===== src/design/hri_pkg.sv =====
package hri_pkg;

    // Default geometry
    localparam int INDEX_BITS_DEF    = 32;
    localparam int FRACTION_BITS_DEF = 32;

    // Fixed port widths
    localparam int PORT_W  = 32;
    localparam int RADIX_W = 8;

    // Radix register reset value and smallest usable base
    localparam logic [RADIX_W-1:0] RADIX_RESET = 8'd2;
    localparam logic [RADIX_W-1:0] RADIX_MIN   = 8'd2;

    // Link between neighboring cells: one division wavefront and its partial remainder
    typedef struct packed {
        logic               valid;
        logic [RADIX_W-1:0] rem;
    } t_link;

    // Control sequencer
    typedef enum logic [1:0] {
        ST_IDLE,
        ST_DIGITS,
        ST_DIVIDE,
        ST_FINISH
    } t_state;

endpackage


===== src/design/hri_cell.sv =====
// One bit position of the index. Each passing wavefront performs one restoring
// division step by the radix: the bit is replaced by a quotient bit and the
// new partial remainder moves on to the next lower cell.
module hri_cell (
    input  logic                         i_clk,
    input  logic                         i_rst_n,
    input  logic                         i_load,
    input  logic                         i_load_bit,
    input  logic [hri_pkg::RADIX_W-1:0]  i_radix,
    input  hri_pkg::t_link               i_link,
    output hri_pkg::t_link               o_link
);

    logic                          r_bit;
    logic                          r_valid;
    logic [hri_pkg::RADIX_W-1:0]   r_rem;

    logic [hri_pkg::RADIX_W:0]     w_part;
    logic [hri_pkg::RADIX_W:0]     w_div;
    logic                          w_ge;
    logic [hri_pkg::RADIX_W:0]     w_next;

    // Shift in this bit, compare against the radix, restore if below
    assign w_part = {i_link.rem, r_bit};
    assign w_div  = {1'b0, i_radix};
    assign w_ge   = (w_part >= w_div);
    assign w_next = w_ge ? (w_part - w_div) : w_part;

    // Wavefront token
    always_ff @(posedge i_clk) begin
        if (!i_rst_n) begin
            r_valid <= 1'b0;
        end else if (i_load) begin
            r_valid <= 1'b0;
        end else begin
            r_valid <= i_link.valid;
        end
    end

    // Index bit and outgoing remainder
    always_ff @(posedge i_clk) begin
        if (i_load) begin
            r_bit <= i_load_bit;
        end else if (i_link.valid) begin
            r_bit <= w_ge;
            r_rem <= w_next[hri_pkg::RADIX_W-1:0];
        end
    end

    assign o_link.valid = r_valid;
    assign o_link.rem   = r_rem;

endmodule


===== src/design/hri_chain.sv =====
// Row of bit cells holding the index. A wavefront entering at the top cell
// divides the stored value by the radix on its way down; wavefronts follow
// each other every cycle, so one base-radix digit (least significant first)
// leaves the bottom cell per cycle once the row is filled.
module hri_chain #(
    parameter int IDX_W = hri_pkg::PORT_W
) (
    input  logic                         i_clk,
    input  logic                         i_rst_n,
    input  logic                         i_load,
    input  logic [IDX_W-1:0]             i_index,
    input  logic [hri_pkg::RADIX_W-1:0]  i_radix,
    input  logic                         i_issue,
    output hri_pkg::t_link               o_digit
);

    hri_pkg::t_link w_link [IDX_W+1];

    // New wavefront starts with a zero remainder
    assign w_link[IDX_W].valid = i_issue;
    assign w_link[IDX_W].rem   = '0;

    for (genvar gi = 0; gi < IDX_W; gi++) begin : g_cell
        hri_cell u_cell (
            .i_clk      (i_clk),
            .i_rst_n    (i_rst_n),
            .i_load     (i_load),
            .i_load_bit (i_index[gi]),
            .i_radix    (i_radix),
            .i_link     (w_link[gi+1]),
            .o_link     (w_link[gi])
        );
    end

    assign o_digit = w_link[0];

endmodule


===== src/design/hri_divider.sv =====
// Restoring long division: quotient = floor(num * 2^FRAC_W / den), num < den.
// One quotient bit per cycle; done pulses once.
module hri_divider #(
    parameter int DEN_W  = 40,
    parameter int FRAC_W = hri_pkg::FRACTION_BITS_DEF
) (
    input  logic              i_clk,
    input  logic              i_rst_n,
    input  logic              i_start,
    input  logic [DEN_W-1:0]  i_num,
    input  logic [DEN_W-1:0]  i_den,
    output logic              o_done,
    output logic [FRAC_W-1:0] o_quotient
);

    localparam int CNT_W = $clog2(FRAC_W + 1);

    logic              r_busy;
    logic              r_done;
    logic [CNT_W-1:0]  r_cnt;
    logic [DEN_W-1:0]  r_rem;
    logic [DEN_W-1:0]  r_den;
    logic [FRAC_W-1:0] r_quo;

    logic [DEN_W:0]    w_shift;
    logic [DEN_W:0]    w_den_ext;
    logic              w_bit;

    // Remainder stays below den: the doubled value needs one extra bit,
    // the restored remainder fits back in DEN_W bits
    assign w_shift   = {r_rem, 1'b0};
    assign w_den_ext = {1'b0, r_den};
    assign w_bit     = (w_shift >= w_den_ext);

    // Step counter
    always_ff @(posedge i_clk) begin
        if (!i_rst_n) begin
            r_busy <= 1'b0;
            r_done <= 1'b0;
            r_cnt  <= '0;
        end else begin
            r_done <= 1'b0;
            if (i_start) begin
                r_busy <= 1'b1;
                r_cnt  <= CNT_W'(FRAC_W);
            end else if (r_busy) begin
                r_cnt <= r_cnt - CNT_W'(1);
                if (r_cnt == CNT_W'(1)) begin
                    r_busy <= 1'b0;
                    r_done <= 1'b1;
                end
            end
        end
    end

    // Remainder and quotient
    always_ff @(posedge i_clk) begin
        if (i_start) begin
            r_rem <= i_num;
            r_den <= i_den;
            r_quo <= '0;
        end else if (r_busy) begin
            r_rem <= DEN_W'(w_bit ? (w_shift - w_den_ext) : w_shift);
            r_quo <= {r_quo[FRAC_W-2:0], w_bit};
        end
    end

    assign o_done     = r_done;
    assign o_quotient = r_quo;

endmodule


===== src/design/halton_radical_inverse.sv =====
// Radical inverse (van der Corput / Halton point) of a sequence index.
// Input channel: i_in_valid / o_in_stall carry one word, i_sample_index.
// Output channel: o_out_valid / i_out_stall carry one word, o_point_value,
// the index's base-radix digits mirrored about the radix point, as an
// unsigned Q0.FRACTION_BITS fraction truncated toward zero (low 32 bits).
// Config: i_cfg_wr_en writes i_cfg_wr_data to the radix; write only while
// idle. A radix of 0 or 1 acts as 2.
// Each word is processed in order: wavefronts pass down the bit-cell row of
// IDX_W cells (IDX_W is the index width used, the min of INDEX_BITS and 32),
// each base-radix digit of the index is then folded in, one more digit finds
// the end, and the long divider then yields the fraction bits.
// One word is in flight at a time; the next word is taken once the result
// sits in the output register, even while the receiver stalls it.
// A stalled result holds in the output register; a new result waits in the
// block until that register frees up.
// Reset sets the radix to 2 and empties the block; no word is pending.
module halton_radical_inverse #(
    parameter int INDEX_BITS    = hri_pkg::INDEX_BITS_DEF,
    parameter int FRACTION_BITS = hri_pkg::FRACTION_BITS_DEF
) (
    input  logic                         i_clk,
    input  logic                         i_rst_n,
    input  logic                         i_cfg_wr_en,
    input  logic [hri_pkg::RADIX_W-1:0]  i_cfg_wr_data,
    input  logic                         i_in_valid,
    output logic                         o_in_stall,
    input  logic [hri_pkg::PORT_W-1:0]   i_sample_index,
    output logic                         o_out_valid,
    input  logic                         i_out_stall,
    output logic [hri_pkg::PORT_W-1:0]   o_point_value
);

    localparam int IDX_W = (INDEX_BITS < hri_pkg::PORT_W) ? INDEX_BITS : hri_pkg::PORT_W;
    localparam int DW    = IDX_W + hri_pkg::RADIX_W;

    hri_pkg::t_state                r_state;
    hri_pkg::t_state                n_state;

    logic [hri_pkg::RADIX_W-1:0]    r_radix;
    logic [IDX_W-1:0]               r_index;
    logic [DW-1:0]                  r_num;
    logic [DW-1:0]                  r_den;
    logic                           r_out_valid;
    logic [hri_pkg::PORT_W-1:0]     r_point;

    logic [hri_pkg::RADIX_W-1:0]    w_base;
    logic                           w_in_acc;
    logic                           w_out_free;
    logic                           w_take;
    logic                           w_issue;
    logic                           w_div_start;
    logic                           w_out_load;
    logic                           w_div_done;
    logic [FRACTION_BITS-1:0]       w_quo;
    logic [DW+hri_pkg::RADIX_W-1:0] w_num_mul;
    logic [DW+hri_pkg::RADIX_W-1:0] w_den_mul;
    hri_pkg::t_link                 w_digit;

    // Radix register
    always_ff @(posedge i_clk) begin
        if (!i_rst_n) begin
            r_radix <= hri_pkg::RADIX_RESET;
        end else if (i_cfg_wr_en) begin
            r_radix <= i_cfg_wr_data;
        end
    end

    assign w_base = (r_radix < hri_pkg::RADIX_MIN) ? hri_pkg::RADIX_MIN : r_radix;

    // Handshakes
    assign o_in_stall = (r_state != hri_pkg::ST_IDLE);
    assign w_in_acc   = i_in_valid && !o_in_stall;
    assign w_out_free = !r_out_valid || !i_out_stall;

    // Digit j counts while radix^j <= index; later digits are leading zeros
    assign w_take = (r_den <= {{hri_pkg::RADIX_W{1'b0}}, r_index});

    // Next state
    always_comb begin
        n_state = r_state;
        unique case (r_state)
            hri_pkg::ST_IDLE: begin
                if (w_in_acc) n_state = hri_pkg::ST_DIGITS;
            end
            hri_pkg::ST_DIGITS: begin
                if (w_digit.valid && !w_take) n_state = hri_pkg::ST_DIVIDE;
            end
            hri_pkg::ST_DIVIDE: begin
                if (w_div_done) n_state = hri_pkg::ST_FINISH;
            end
            hri_pkg::ST_FINISH: begin
                if (w_out_free) n_state = hri_pkg::ST_IDLE;
            end
            default: n_state = hri_pkg::ST_IDLE;
        endcase
    end

    // Control outputs
    always_comb begin
        w_issue     = 1'b0;
        w_div_start = 1'b0;
        w_out_load  = 1'b0;
        unique case (r_state)
            hri_pkg::ST_IDLE: begin
            end
            hri_pkg::ST_DIGITS: begin
                w_issue     = 1'b1;
                w_div_start = w_digit.valid && !w_take;
            end
            hri_pkg::ST_DIVIDE: begin
            end
            hri_pkg::ST_FINISH: begin
                w_out_load = w_out_free;
            end
            default: begin
            end
        endcase
    end

    always_ff @(posedge i_clk) begin
        if (!i_rst_n) begin
            r_state <= hri_pkg::ST_IDLE;
        end else begin
            r_state <= n_state;
        end
    end

    // Digit generation
    hri_chain #(
        .IDX_W (IDX_W)
    ) u_chain (
        .i_clk   (i_clk),
        .i_rst_n (i_rst_n),
        .i_load  (w_in_acc),
        .i_index (i_sample_index[IDX_W-1:0]),
        .i_radix (w_base),
        .i_issue (w_issue),
        .o_digit (w_digit)
    );

    // Mirrored numerator and denominator radix^digits
    assign w_num_mul = r_num * w_base;
    assign w_den_mul = r_den * w_base;

    always_ff @(posedge i_clk) begin
        if (w_in_acc) begin
            r_index <= i_sample_index[IDX_W-1:0];
            r_num   <= '0;
            r_den   <= DW'(1);
        end else if ((r_state == hri_pkg::ST_DIGITS) && w_digit.valid && w_take) begin
            r_num <= w_num_mul[DW-1:0] + DW'(w_digit.rem);
            r_den <= w_den_mul[DW-1:0];
        end
    end

    // Final scaling
    hri_divider #(
        .DEN_W  (DW),
        .FRAC_W (FRACTION_BITS)
    ) u_divider (
        .i_clk      (i_clk),
        .i_rst_n    (i_rst_n),
        .i_start    (w_div_start),
        .i_num      (r_num),
        .i_den      (r_den),
        .o_done     (w_div_done),
        .o_quotient (w_quo)
    );

    // Output register
    always_ff @(posedge i_clk) begin
        if (!i_rst_n) begin
            r_out_valid <= 1'b0;
        end else if (w_out_load) begin
            r_out_valid <= 1'b1;
        end else if (!i_out_stall) begin
            r_out_valid <= 1'b0;
        end
    end

    always_ff @(posedge i_clk) begin
        if (w_out_load) begin
            r_point <= hri_pkg::PORT_W'(w_quo);
        end
    end

    assign o_out_valid   = r_out_valid;
    assign o_point_value = r_point;

endmodule


===== config.mk =====
export PLATFORM = sky130hd
export DESIGN_NAME = halton_radical_inverse
export DESIGN_NICKNAME = d
export VERILOG_FILES = /design/src/design/hri_pkg.sv /design/src/design/hri_cell.sv /design/src/design/hri_chain.sv /design/src/design/hri_divider.sv /design/src/design/halton_radical_inverse.sv
export SDC_FILE = /design/constraint.sdc
export NUM_CORES = 2
export LEC_CHECK = 0
export BUFFER_PORTS_ARGS = -buffer_cell sky130_fd_sc_hd__buf_4
export CAP_MARGIN = 5
export CORE_AREA = 3 3 556 282
export CTS_CLUSTER_SIZE = 10
export DETAILED_ROUTE_END_ITERATION = 10
export DIE_AREA = 0 0 559 285
export GPL_TIMING_DRIVEN = 0
export SLEW_MARGIN = 5
export SYNTH_ARGS = -nofsm -noshare
export SYNTH_HDL_FRONTEND = slang
export SYNTH_SLANG_ARGS = --single-unit

===== constraint.sdc =====
create_clock -name i_clk -period 15.5 [get_ports i_clk]
set_input_delay 2.325 -clock i_clk [delete_from_list [all_inputs] [get_ports i_clk]]
set_output_delay 2.325 -clock i_clk [all_outputs]
set_load 0.01 [all_outputs]

[Word level (Yosys, flattened, before mapping)]
Cells that the tools add are included.
Word-level totals
  word-level logic and storage cells: 391
  bits in registers: 595
Cells by class
  multipliers: 2
  $add $sub $neg: 35
  bitwise logic cells: 3
  eq/ne operators: 9
  multiplexer cells: 116
  order comparisons: 35
  reductions and logical operators: 80
Operator list (count)
  >= comparator 9 x 8 -> 1 bit: 31
  2-to-1 mux 8 bit: 32
  subtractor 8 bit: 31
  2-to-1 mux 40 bit: 3
  multiplier 40 x 8 -> 40 bit: 2
  2-to-1 mux 1 bit: 74
  nonzero test 2 bit: 34
  AND reduction 2 bit: 32
  >= comparator 41 x 40 -> 1 bit: 1
  adder 40 x 8 -> 40 bit: 1
  <= comparator 40 x 32 -> 1 bit: 1
  subtractor 40 bit: 1
  2-to-1 mux 6 bit: 2
  >= comparator 1 x 8 -> 1 bit: 1
  < comparator 8 x 2 -> 1 bit, second input constant: 1
  2-to-1 mux 2 bit: 4
  case mux 2 bit (4 select lines): 1
  subtractor 1 x 8 -> 8 bit: 1
  equality test 6 x 1 -> 1 bit, second input constant: 1
  inequality test 2 x 1 -> 1 bit, second input constant: 3
  subtractor 6 x 1 -> 6 bit, second input constant: 1
  equality test 2 bit, second input constant: 2
  logical AND 1 bit: 4
  zero test 1 bit: 4
  other kinds (8): 12

[Longest topological paths before layout]
  depth in word-level cells: 5
  gate-level depth with buffers: 26

[Cells and area by module]
Synthesis repeated with hierarchy kept, for this count alone.
Unflattened totals
  cells, all modules: 5947
  area total of the unflattened synthesis: 58330.9 um^2
By module, submodules not included
  halton_radical_inverse: times used 1, cells each 2622, area an instance 24045.6 um^2
  hri_cell (u_chain.g_cell[1].u_cell ...): times used 20, cells each 80, area an instance 857.1 um^2
  hri_cell (u_chain.g_cell[0].u_cell ...): times used 11, cells each 82, area an instance 828.3 um^2
  hri_divider: times used 1, cells each 738, area an instance 7161.9 um^2
  hri_cell (u_chain.g_cell[8].u_cell): times used 1, cells each 84, area an instance 867.1 um^2
  hri_chain: times used 1, cells each 1, area an instance 3.8 um^2

[Worst setup path before layout]
Ideal clock, no wire load.
  kind: register to register
  start point: reg r_radix[5] in the netlist's numbering
  end point: reg r_num[37]
  arrival: 6.475 ns
  setup time: 0.123 ns
  cell stages (with the launch flop): 24
  setup slack: 8.902 ns
  buffers on the path: 4
  cell sequence: dfxtp_1 clkbuf_1 or4_1 o41a_1 clkbuf_1 clkbuf_1 clkbuf_1 nand2_1 fa_1 inv_1 fa_1 fa_1 inv_1 fa_1 inv_1 ha_1 a21oi_1 a31oi_1 o2111ai_1 nand3_1 o311a_1 or3_1 a211oi_1 o31ai_1
Between the ends
  word-level cells in the longest chain between the ends: 4
Ends and longest elaborated chain
  from (decl): line halton_radical_inverse.sv:39  | logic [hri_pkg::RADIX_W-1:0] r_radix;
  from (signal assigned): line halton_radical_inverse.sv:62  | r_radix <= hri_pkg::RADIX_RESET;
  from (signal assigned): line halton_radical_inverse.sv:64  | r_radix <= i_cfg_wr_data;
  < comparator 8 x 2 -> 1 bit: line halton_radical_inverse.sv:68  | assign w_base = (r_radix < hri_pkg::RADIX_MIN) ? hri_pkg::RADIX_MIN : r_radix;
  2-to-1 mux 8 bit (*): line halton_radical_inverse.sv:68
  multiplier 40 x 8 -> 40 bit (*): line halton_radical_inverse.sv:142  | assign w_num_mul = r_num * w_base;
  adder 40 x 8 -> 40 bit (*): line halton_radical_inverse.sv:151  | r_num <= w_num_mul[DW-1:0] + DW'(w_digit.rem);
  to (signal assigned): line halton_radical_inverse.sv:151
  to (decl): line halton_radical_inverse.sv:41  | logic [DW-1:0] r_num;
Every way passes the cells marked *; elsewhere a longest branch is shown, timed or not.
A chain may end at the register's enable or synchronous reset.

[Worst setup path in the final report]
Same ends and word-level chain as after synthesis.

==> metrics.md <==
| Metric | Value |
|---|---|
| Leakage | 0.02601 uW |
| Top post-synthesis cells by count | inv_1, and2_1, ha_1 |
| Synthesized area | 0.05327 mm^2 |
| Wire length of the first global-routing pass | 240.0 mm |
| Overall power | 4371 uW |
| Total vias in the final route | 39,780 |
| Worst skew pair latency | 0.66 ns |
| Arr. time, crit path | 9.50 ns |
| Mapped Cells | 5,483 |
| Clock Tree Buf Depth | 3 |
| Multi-input combinational cell area | 0.03369 mm^2 |
| Hold WC Path Type | reg -> reg |
| RSZ-0062 raised after global routing | false |
| Total wire length | 154.9 mm |
| Clock-pin slew on the worst setup and hold paths | 0.06 ns |
| DRC | 0 |
| H-Tree Depth | 3 |
| Worst Skew | 0.02123 ns |
| Status | finished, final reports clean |
| Fmax | 111.4 MHz |
| Yosys top cell area share | 0.2435 |
| Sequential share of the synthesized area | 0.3048 |
| Most common cell in the netlist | inv_1 |
| Critical Path Max Stage Delay | 0.84 ns |
| 1st-pass router iterations | 5 |
| # IOs | 79 |
| Non-Filler Instances | 7,768 |
| Nets | 6,598 |
| Storage cell area | 0.01624 mm^2 |
| Post-synth EDFFs | 432 |
| Synthesized flop and latch total | 595 |
| DP HPWL | 115.6 mm |
| Mapped Avg Cell Area | 9.716 um^2 |
| Post-cts resize count | 0 |
| WP data required | 16.02 ns |
| Crit Path Category | reg -> reg |
| Crit path cell chain | clkbuf_1, or4_1, o41a_1, clkbuf_1, clkbuf_1, clkbuf_4, nand2_1, fa_1, inv_1, fa_1, fa_1, inv_1, fa_1, inv_1, ha_1, a21oi_1, a31oi_1, o2111ai_1, nand3_1, o311a_1, or3_1, a211oi_1, o31ai_1 |
| Average wire per standard cell | 19.94 um |
| Root Buffer | clkbuf_16 |
| Reg2reg setup slack | 6.53 ns |
| Fin crit share | 0.5790 |
| Area growth, synth to finish | 10.73% |
| CTS tree | yes |
| Core area | 0.1518 mm^2 |
| Total CTS buffers | 74 |
| Die Y | 285 um |
| Post-route ant nets | 0 |
| Worst path slowest cell | clkbuf_4 |
| Die Footprint | 0.1593 mm^2 |
| Placed Cells | 7,633 |
| Synth top area cells | edfxtp_1, fa_1, ha_1, dfxtp_1, and2_1 |
| Max_cap viols | 0 |
| Final hold slack | 0.4333 ns |
| Final Hold Fails | 0 |
| Worst-margin pin slew | 1.303 ns |
| Die Wd | 559 um |
| Largest net degree at the start of global routing | 50 |
| CP endpoint kind | flip-flop |
| CP Launch Type | flip-flop |
| Number of global-route vias before repair | 40,050 |
| Count of cell types in the netlist | 73 |
| Syn. warnings | 0 |
| Setup TNS | 0 ns |
| Ys async rst share | 0 |
| Tot GR Track Use | 0.1934 |
| Port buffer count | 76 |
| Crit path max fanout | 41 |
| Fin crit period | 8.974 ns |
| Total grt overflow | 0 |
| Vias per cell | 5.121 |
| Initial DRC Count | 2,549 |
| # fillers | 15,000 |
| Initial Util | 0.3510 |
| Cell taking the most area after synthesis | edfxtp_1 |
| Share of cells above drive strength 1 | 0.07482 |
| Post-CTS Setup Inserts | 0 |
| Critical path's most frequent cell | fa_1 |
| Synth Flop Type | edfxtp_1 |
| Count of pins over their slew limit | 0 |
| RePlAce Congestion | 0.9402 |
| Max IR drop VDD | 63.18 uV |
| Setup Viol. Count Final | 0 |
| Row count | 101 |
| Antenna violations before repair | 11 |
| Max transition margin | 0.1314 |
| # clock sinks | 595 |
| Pwr Density | 74.11 mW/mm^2 |
| Hold buffer count at cts | 0 |
==> state kept, by name, indices dropped and copies added, names as in the netlist <==
| signal | flops |
|---|---|
| u_divider.r_den | 40 |
| o_point_value | 32 |
| u_chain.g_cell.u_cell.r_rem | 256 |
| r_index | 32 |
| r_num | 40 |
| u_divider.r_cnt | 6 |
| o_out_valid | 1 |
| r_den | 40 |
| r_state | 2 |
| u_divider.r_rem | 40 |
| u_chain.g_cell.u_cell.r_valid | 32 |
| u_divider.r_busy | 1 |
| u_divider.o_done | 1 |
| u_chain.g_cell.u_cell.r_bit | 32 |
| r_radix | 8 |
| u_divider.o_quotient | 32 |
==> cell type report <==
type | instances | share of cell area
multi-input cells | 4001 | 0.5712
flip-flops and latches | 595 | 0.2752
inverters | 721 | 0.04592
well taps | 2060 | 0.04369
clock buffers | 123 | 0.03661
repair buffers | 88 | 0.01374
plain buffers | 168 | 0.01150
clock inverters | 11 | 0.002100
diodes | 1 | 0.00004242
==> critical path, delay by kind of cell, from the launching register on <==
family	cells	cell delay [ns]
AO/OA/AOI/OAI	7	1.90
AND/OR/NAND/NOR	4	1.05
flip-flops	1	0.30
buffers and inverters	7	3.14
adder cells (fa/ha/maj)	5	2.40
==> through the flow <==
stage	area [um^2]	utilization	setup slack [ns]
floorplan	53280	-	8.902
global placement	56430	0.3718	4.099
detailed placement	56700	0.3736	6.722
CTS	58980	0.3886	6.672
global route	58990	0.3887	6.328
finish	58990	0.3887	6.526
==> power breakdown <==
part	internal, uW	switching (uW)
Combinational	278	556
Clock	982	709
Sequential	1820	26.5
==> placed cells by master, fill, tap and decap left out, drive strengths merged, types with 42 or more instances in the layout <==
cell type,Yosys,layout
inv,721,723
mux2,188,188
nand2,406,406
nand4,79,79
and2,513,513
a21oi,283,283
xor2,64,64
a21o,69,69
xnor2,131,131
buf,37,124
and3,56,56
dfxtp,163,163
mux2i,100,100
ha,457,457
nor2b,54,54
o21ai,234,234
edfxtp,432,432
nand3,42,42
clkbuf,131,254
nor2,431,431
nand2b,49,49
fa,447,447
a21boi,106,106
==> per-layer routing <==
| metal | global-route usage | part of all wire | up-vias | wire length [um] |
|---|---|---|---|---|
| met5 | 0 | 0 | - | 0 |
| met4 | 0.06020 | 0.034 | 0 | 5314 |
| met3 | 0.03581 | 0.069 | 265 | 10650 |
| met2 | 0.3156 | 0.46 | 1146 | 70470 |
| met1 | 0.2598 | 0.44 | 19560 | 68430 |
| li1 | - | - | 18810 | - |
==> cells by family (layout without fill, tap and decap cells) <==
| family | count (synthesis) | in the layout | synth area share |
|---|---|---|---|
| other | 1 | 4 | 0.00007039 |
| multiplexers | 288 | 288 | 0.05853 |
| AND/OR/NAND/NOR | 1716 | 1716 | 0.1612 |
| XOR/XNOR | 196 | 196 | 0.03248 |
| flip-flops | 595 | 595 | 0.3048 |
| adder cells (fa/ha/maj) | 904 | 904 | 0.2753 |
| AO/OA/AOI/OAI | 894 | 894 | 0.1043 |
| buffers and inverters | 889 | 1111 | 0.06339 |
==> path summary, 6_finish.rpt <==
path / start / endpoint / cells after the start
worst max-delay path: r_radix[5]$_SDFFE_PN0P_ / r_num[37]$_SDFFE_PP0P_ / 23
worst min-delay path: r_den[33]$_SDFFE_PP0P_ / u_divider.r_den[33]$_DFFE_PP_ / 0
worst max register to register: r_radix[5]$_SDFFE_PN0P_ / r_num[37]$_SDFFE_PP0P_ / 23
worst min register to register: r_den[33]$_SDFFE_PP0P_ / u_divider.r_den[33]$_DFFE_PP_ / 0
No activity file was read; power rests on OpenSTA's default activity.
